File: src/design/ssic_pkg.sv
// Package for the segment / sphere classifier: codes, register indexes,
// default widths and the flag bundle passed between pipeline parts.
// No dependencies.
`default_nettype none

package ssic_pkg;

   localparam int COORD_BITS_DEF = 32;
   localparam int CSR_INDEX_BITS = 3;
   localparam int MODE_BITS      = 2;
   localparam int THR_BITS       = 32;
   localparam int CLASS_BITS     = 2;

   typedef enum logic [CSR_INDEX_BITS-1:0] {
      REG_CENTER_X   = 3'd0,
      REG_CENTER_Y   = 3'd1,
      REG_CENTER_Z   = 3'd2,
      REG_RADIUS     = 3'd3,
      REG_MODE       = 3'd4,
      REG_TANGENT    = 3'd5
   } csr_index_type;

   typedef enum logic [MODE_BITS-1:0] {
      MODE_FINITE   = 2'd0,
      MODE_EMPTY    = 2'd1,
      MODE_INFINITE = 2'd2
   } sphere_mode_type;

   localparam logic [CLASS_BITS-1:0] CLASS_NONE    = 2'd0;
   localparam logic [CLASS_BITS-1:0] CLASS_PARTIAL = 2'd1;
   localparam logic [CLASS_BITS-1:0] CLASS_ALL     = 2'd2;

   // Sign tests on the quadratic's coefficients, worked out early and
   // carried alongside the radical.
   typedef struct packed {
      logic point;      // both endpoints equal
      logic point_in;   // C <= 0
      logic b_le0;
      logic c_ge0;
      logic c_le0;
      logic t2a_ge0;    // 2A + B >= 0
      logic t1s_ge0;    // A + B + C >= 0
      logic t1s_le0;
   } class_flags_type;

endpackage

`default_nettype wire

File: src/design/ssic_decide.sv
// Final stage: tangent window test and class selection into the output
// register. Depends on ssic_pkg.
`default_nettype none

module ssic_decide import ssic_pkg::*; #(
   parameter int COORD_BITS = COORD_BITS_DEF,
   localparam int RW = 4 * COORD_BITS + 10
) (
   input  wire                     clock,
   input  wire                     reset,
   input  wire                     in_valid,
   output logic                    in_ready,
   input  wire  signed [RW-1:0]    rad,
   input  wire  class_flags_type   flags,
   input  wire  [MODE_BITS-1:0]    mode,
   input  wire  [THR_BITS-1:0]     threshold,
   output logic                    out_valid,
   input  wire                     out_ready,
   output logic [CLASS_BITS-1:0]   overlap_class
);

   logic                  v7_ff;
   logic                  en7;
   logic signed [RW-1:0]  thr_pos, thr_neg;
   logic                  tangent;
   logic [CLASS_BITS-1:0] class_in, class_ff;

   assign en7      = !v7_ff || out_ready;
   assign in_ready = en7;

   always_comb begin
      thr_pos = $signed(RW'(threshold));
      thr_neg = -thr_pos;
      // |rad| < threshold without forming the magnitude.
      tangent = (rad < thr_pos) && (rad > thr_neg);

      if (mode == MODE_INFINITE) begin
         class_in = CLASS_ALL;
      end else if (mode != MODE_FINITE) begin
         class_in = CLASS_NONE;
      end else if (flags.point) begin
         class_in = flags.point_in ? CLASS_ALL : CLASS_NONE;
      end else if (tangent) begin
         class_in = (flags.b_le0 && flags.t2a_ge0) ? CLASS_PARTIAL : CLASS_NONE;
      end else if (rad < 0) begin
         class_in = CLASS_NONE;
      end else if (flags.b_le0 && flags.c_ge0 && flags.t2a_ge0 && flags.t1s_ge0) begin
         class_in = CLASS_ALL;
      end else if ((flags.t2a_ge0 || flags.t1s_le0) && (flags.b_le0 || flags.c_le0)) begin
         class_in = CLASS_PARTIAL;
      end else begin
         class_in = CLASS_NONE;
      end
   end

   always_ff @(posedge clock) begin
      if (reset) begin
         v7_ff <= 1'b0;
      end else if (en7) begin
         v7_ff <= in_valid;
      end
   end

   always_ff @(posedge clock) begin
      if (en7) begin
         class_ff <= class_in;
      end
   end

   assign out_valid     = v7_ff;
   assign overlap_class = class_ff;

endmodule

`default_nettype wire
File: config.mk
export PLATFORM = sky130hd
export DESIGN_NAME = ssic_decide
export DESIGN_NICKNAME = d
export VERILOG_FILES = /design/src/design/ssic_pkg.sv /design/src/design/ssic_decide.sv
export SDC_FILE = /design/constraint.sdc
export NUM_CORES = 1
export LEC_CHECK = 0
export BUFFER_PORTS_ARGS = -buffer_cell sky130_fd_sc_hd__buf_2
export CORE_MARGIN = 3
export CORE_UTILIZATION = 35
export CTS_CLUSTER_DIAMETER = 50
export DETAILED_ROUTE_END_ITERATION = 7
export SKIP_LAST_GASP = 1
export SLEW_MARGIN = 5
export SYNTH_ARGS = -nofsm -noshare
export SYNTH_HDL_FRONTEND = slang
export SYNTH_SLANG_ARGS = --single-unit
File: constraint.sdc
create_clock -name clock -period 8.5 [get_ports clock]
set_input_delay 1.275 -clock clock [delete_from_list [all_inputs] [get_ports clock]]
set_output_delay 1.275 -clock clock [all_outputs]
set_load 0.05 [all_outputs]
==> impl_metrics.toml <==
[status]
outcome = "complete, no violations"

[power_and_ir_drop]
power_frac_seq = 0.063
swShare = 0.416
power.density_nw_per_um2 = 44.9
p_int_uw = 158
p_switching_uw = 113
combPwrFrac = 0.668
power_uw = 271
pwr-share-clk = 0.270
leakage_uw = 0.00321
ir_worst_vdd_v = 0.0000411

[routing]
vias = 5505
dr.pass1.iters = 4
drc_errors = 0
wl_per_cell_um = 16.6
routed_wl_um = 16800
viasPerCell = 5.46
final_antenna_net_count = 0
drtIter0Drc = 238

[synthesis]
synth_simple_gate_area_share = 0.267
synth-adder-area-share = 0.445
post-synth-top-count-cell = "ha_1"
post_synth_mux_area_share = 0.00208
yosys.area.top_type = "ha_1"
synth-main-ff-cell = "edfxtp_1"
seq_area_frac_synth = 0.0166
synth-xor-area-share = 0.0437
ys_types = 52
synth_area_um2 = 4810
synthArstFlopShare = 0
ys_ff_latch = 3
synth_compound_gate_area_share = 0.188
yosys_warnings = 0
synth.net_count = 996
synth.area.top_cells = "ha_1 44%, a21oi_1 6.9%, nand4_1 6.0%"
synth_top_family_by_area = "adder cells"
synth_edf_count = 2
synth_top_area_frac = 0.445
synth_area_per_cell_um2 = 7.50
synthCells = 641
yosys-top-cells-count = "171 x ha_1, 66 x a21oi_1, 55 x nor2_1, 49 x nand2_1, 46 x nand4_1"

[placement]
post-dp-hpwl_um = 15400
dp.cells = 1001
numPortBuffers = 187
placed_area_um2 = 5960
finalWeightedCongestion = 0.967

[grt]
grt_max_degree = 31
grt_pass1_vias = 5296
grt_first_pass_wirelength_um = 25700
gr-usage-all-layers = 0.211
antenna_found_initial = 6
grt_overflow_total = 0

[floorplanning]
fp-row-count = 42
coreArea_um2 = 13300
die_x_um = 123
start_util = 0.360
ios = 188
die_h_um = 123
fp.dieArea_um2 = 15200

[timing]
period_minus_slack_ns = 5.97
finalCritPeriodShare = 0.702
hold_viol = 0
drv_slew = 0
hold_slack_ns = 0.559
setup_tns_ns = 0
relSlewSlack = 0.529
setup_viol = 0
max_slew.worst_pin.slew_ns = 0.704
fmax_ghz = 0.168
clock-skew-final_ns = 0.000496
rsz0062_at_grt = "no"

[worst_setup_path]
crit_fanout = 17
regToRegSetupSlack_ns = 7.77
crit_path_start_kind = "input port"
worstPathArrival_ns = 5.92
critPathCaptureType = "flip-flop"
crit_type = "input port to flip-flop"
cp_data_required_time_ns = 8.46

[layout]
final_cell_area_um2 = 6050
final_layout_size_suffix_gt1_frac = 0.246
layout.nets = 1185
finalNonFillerCells = 1008
areaGrowthSynthToFinish_pct = 25.7

[cts]
cts_hold_buffers = 0
clk_pin_slew_worst_paths_ns = 0.03
cts_max_level = 1
cts_tree = "done"
clk_path_buf_depth = 2
clk_latency_ns = 0.22
post-cts-setup-buffers = 0
cts_buffers = 3
root_buffer = "clkbuf_16"
post_cts_resized = 0
clock-sinks = 3

[min_path]
hold_class = "flip-flop to flip-flop"

[run]
drv_cap = 0
through the flow:
step	worst slack, ns	utilization
2_1_floorplan	3.19	-
3_3_place_gp	2.30	0.447
3_5_place_dp	2.26	0.447
4_1_cts	2.49	0.452
5_1_grt	2.09	0.453
6_report	2.53	0.453
critical path, cell delays in order:
cell and delay [ns]:
buf_2 0.10, inv_1 0.10, ha_1 0.19, and3_1 0.26
nand2_1 0.14, nor3_1 0.57, nand4_1 0.17, buf_4 0.25
nor2_1 0.57, ha_1 0.24, nand4_1 0.13, or2_1 0.26
or4_1 0.55, nor3_2 0.27, nand4_1 0.25, o31ai_1 0.32
nor2_1 0.08, o211ai_2 0.10, mux2i_1 0.10
power by group through the flow:
stage | Sequential, µW | Combinational, µW | Clock (µW)
floorplan | 20.9 | 87.5 | 0
global placement | 17.2 | 181 | 0
detailed placement | 17.2 | 180 | 0
CTS | 17.0 | 181 | 74.4
global route | 17.1 | 205 | 76.3
finish | 17.0 | 181 | 73.2
path summary, 6_finish.rpt:
path | from | endpoint | cells after the start
hold / removal | out_valid$_SDFFE_PP0P_ | out_valid$_SDFFE_PP0P_ | 2
setup / recovery | threshold[1] | overlap_class[0]$_SDFFCE_PP0P_ | 19
hold reg to reg | out_valid$_SDFFE_PP0P_ | out_valid$_SDFFE_PP0P_ | 2
setup reg to reg | out_valid$_SDFFE_PP0P_ | overlap_class[1]$_SDFFCE_PN1P_ | 1
sequential cells by signal, summed over array words and instances, names as in the netlist:
signal,flops
out_valid,1
overlap_class,2
final cells by class:
type,instances,area (µm²)
well taps,176,220
inverters,43,161
clock buffers,4,78.8
fillers,1415,7300
multi-input cells,590,4550
flip-flops and latches,3,80.1
diodes,3,7.51
repair buffers,189,951
metal layers:
metal	routed length (µm)	track usage	part of all wire	up-vias
met4	152	0.0221	0.0091	6
li1	-	-	-	2867
met1	7320	0.270	0.44	2436
met2	7890	0.380	0.47	182
met3	1360	0.0380	0.081	14
met5	41	0	0.0024	-
cells by family after synthesis:
family                     after synthesis
adders and majority gates              171
AOI/OAI and AO/OA                      145
and+or+nand+nor                        249
muxes                                    1
xor gates and xnor gates                24
DFF                                      3
buffers and inverters                   48
cell usage in the layout, fill, tap and decap left out, drive strengths merged, types with 2 or more instances in the layout:
cell type and count:
and4 2, ha 171, or2 2, diode 3
edfxtp 2, o31ai 3, a21o 19, nand2 49
clkbuf 4, o21bai 2, nand2b 3, o21a 3
nand3 27, nor2 56, or3 2, a21oi 67
nor4 35, nand4 47, a2111oi 2, a211oi 7
or4 2, o21ai 22, a221oi 5, xnor2 23
inv 43, o41ai 3, buf 189, a31o 2
nor3 22
No activity file was read; power rests on OpenSTA's default activity.
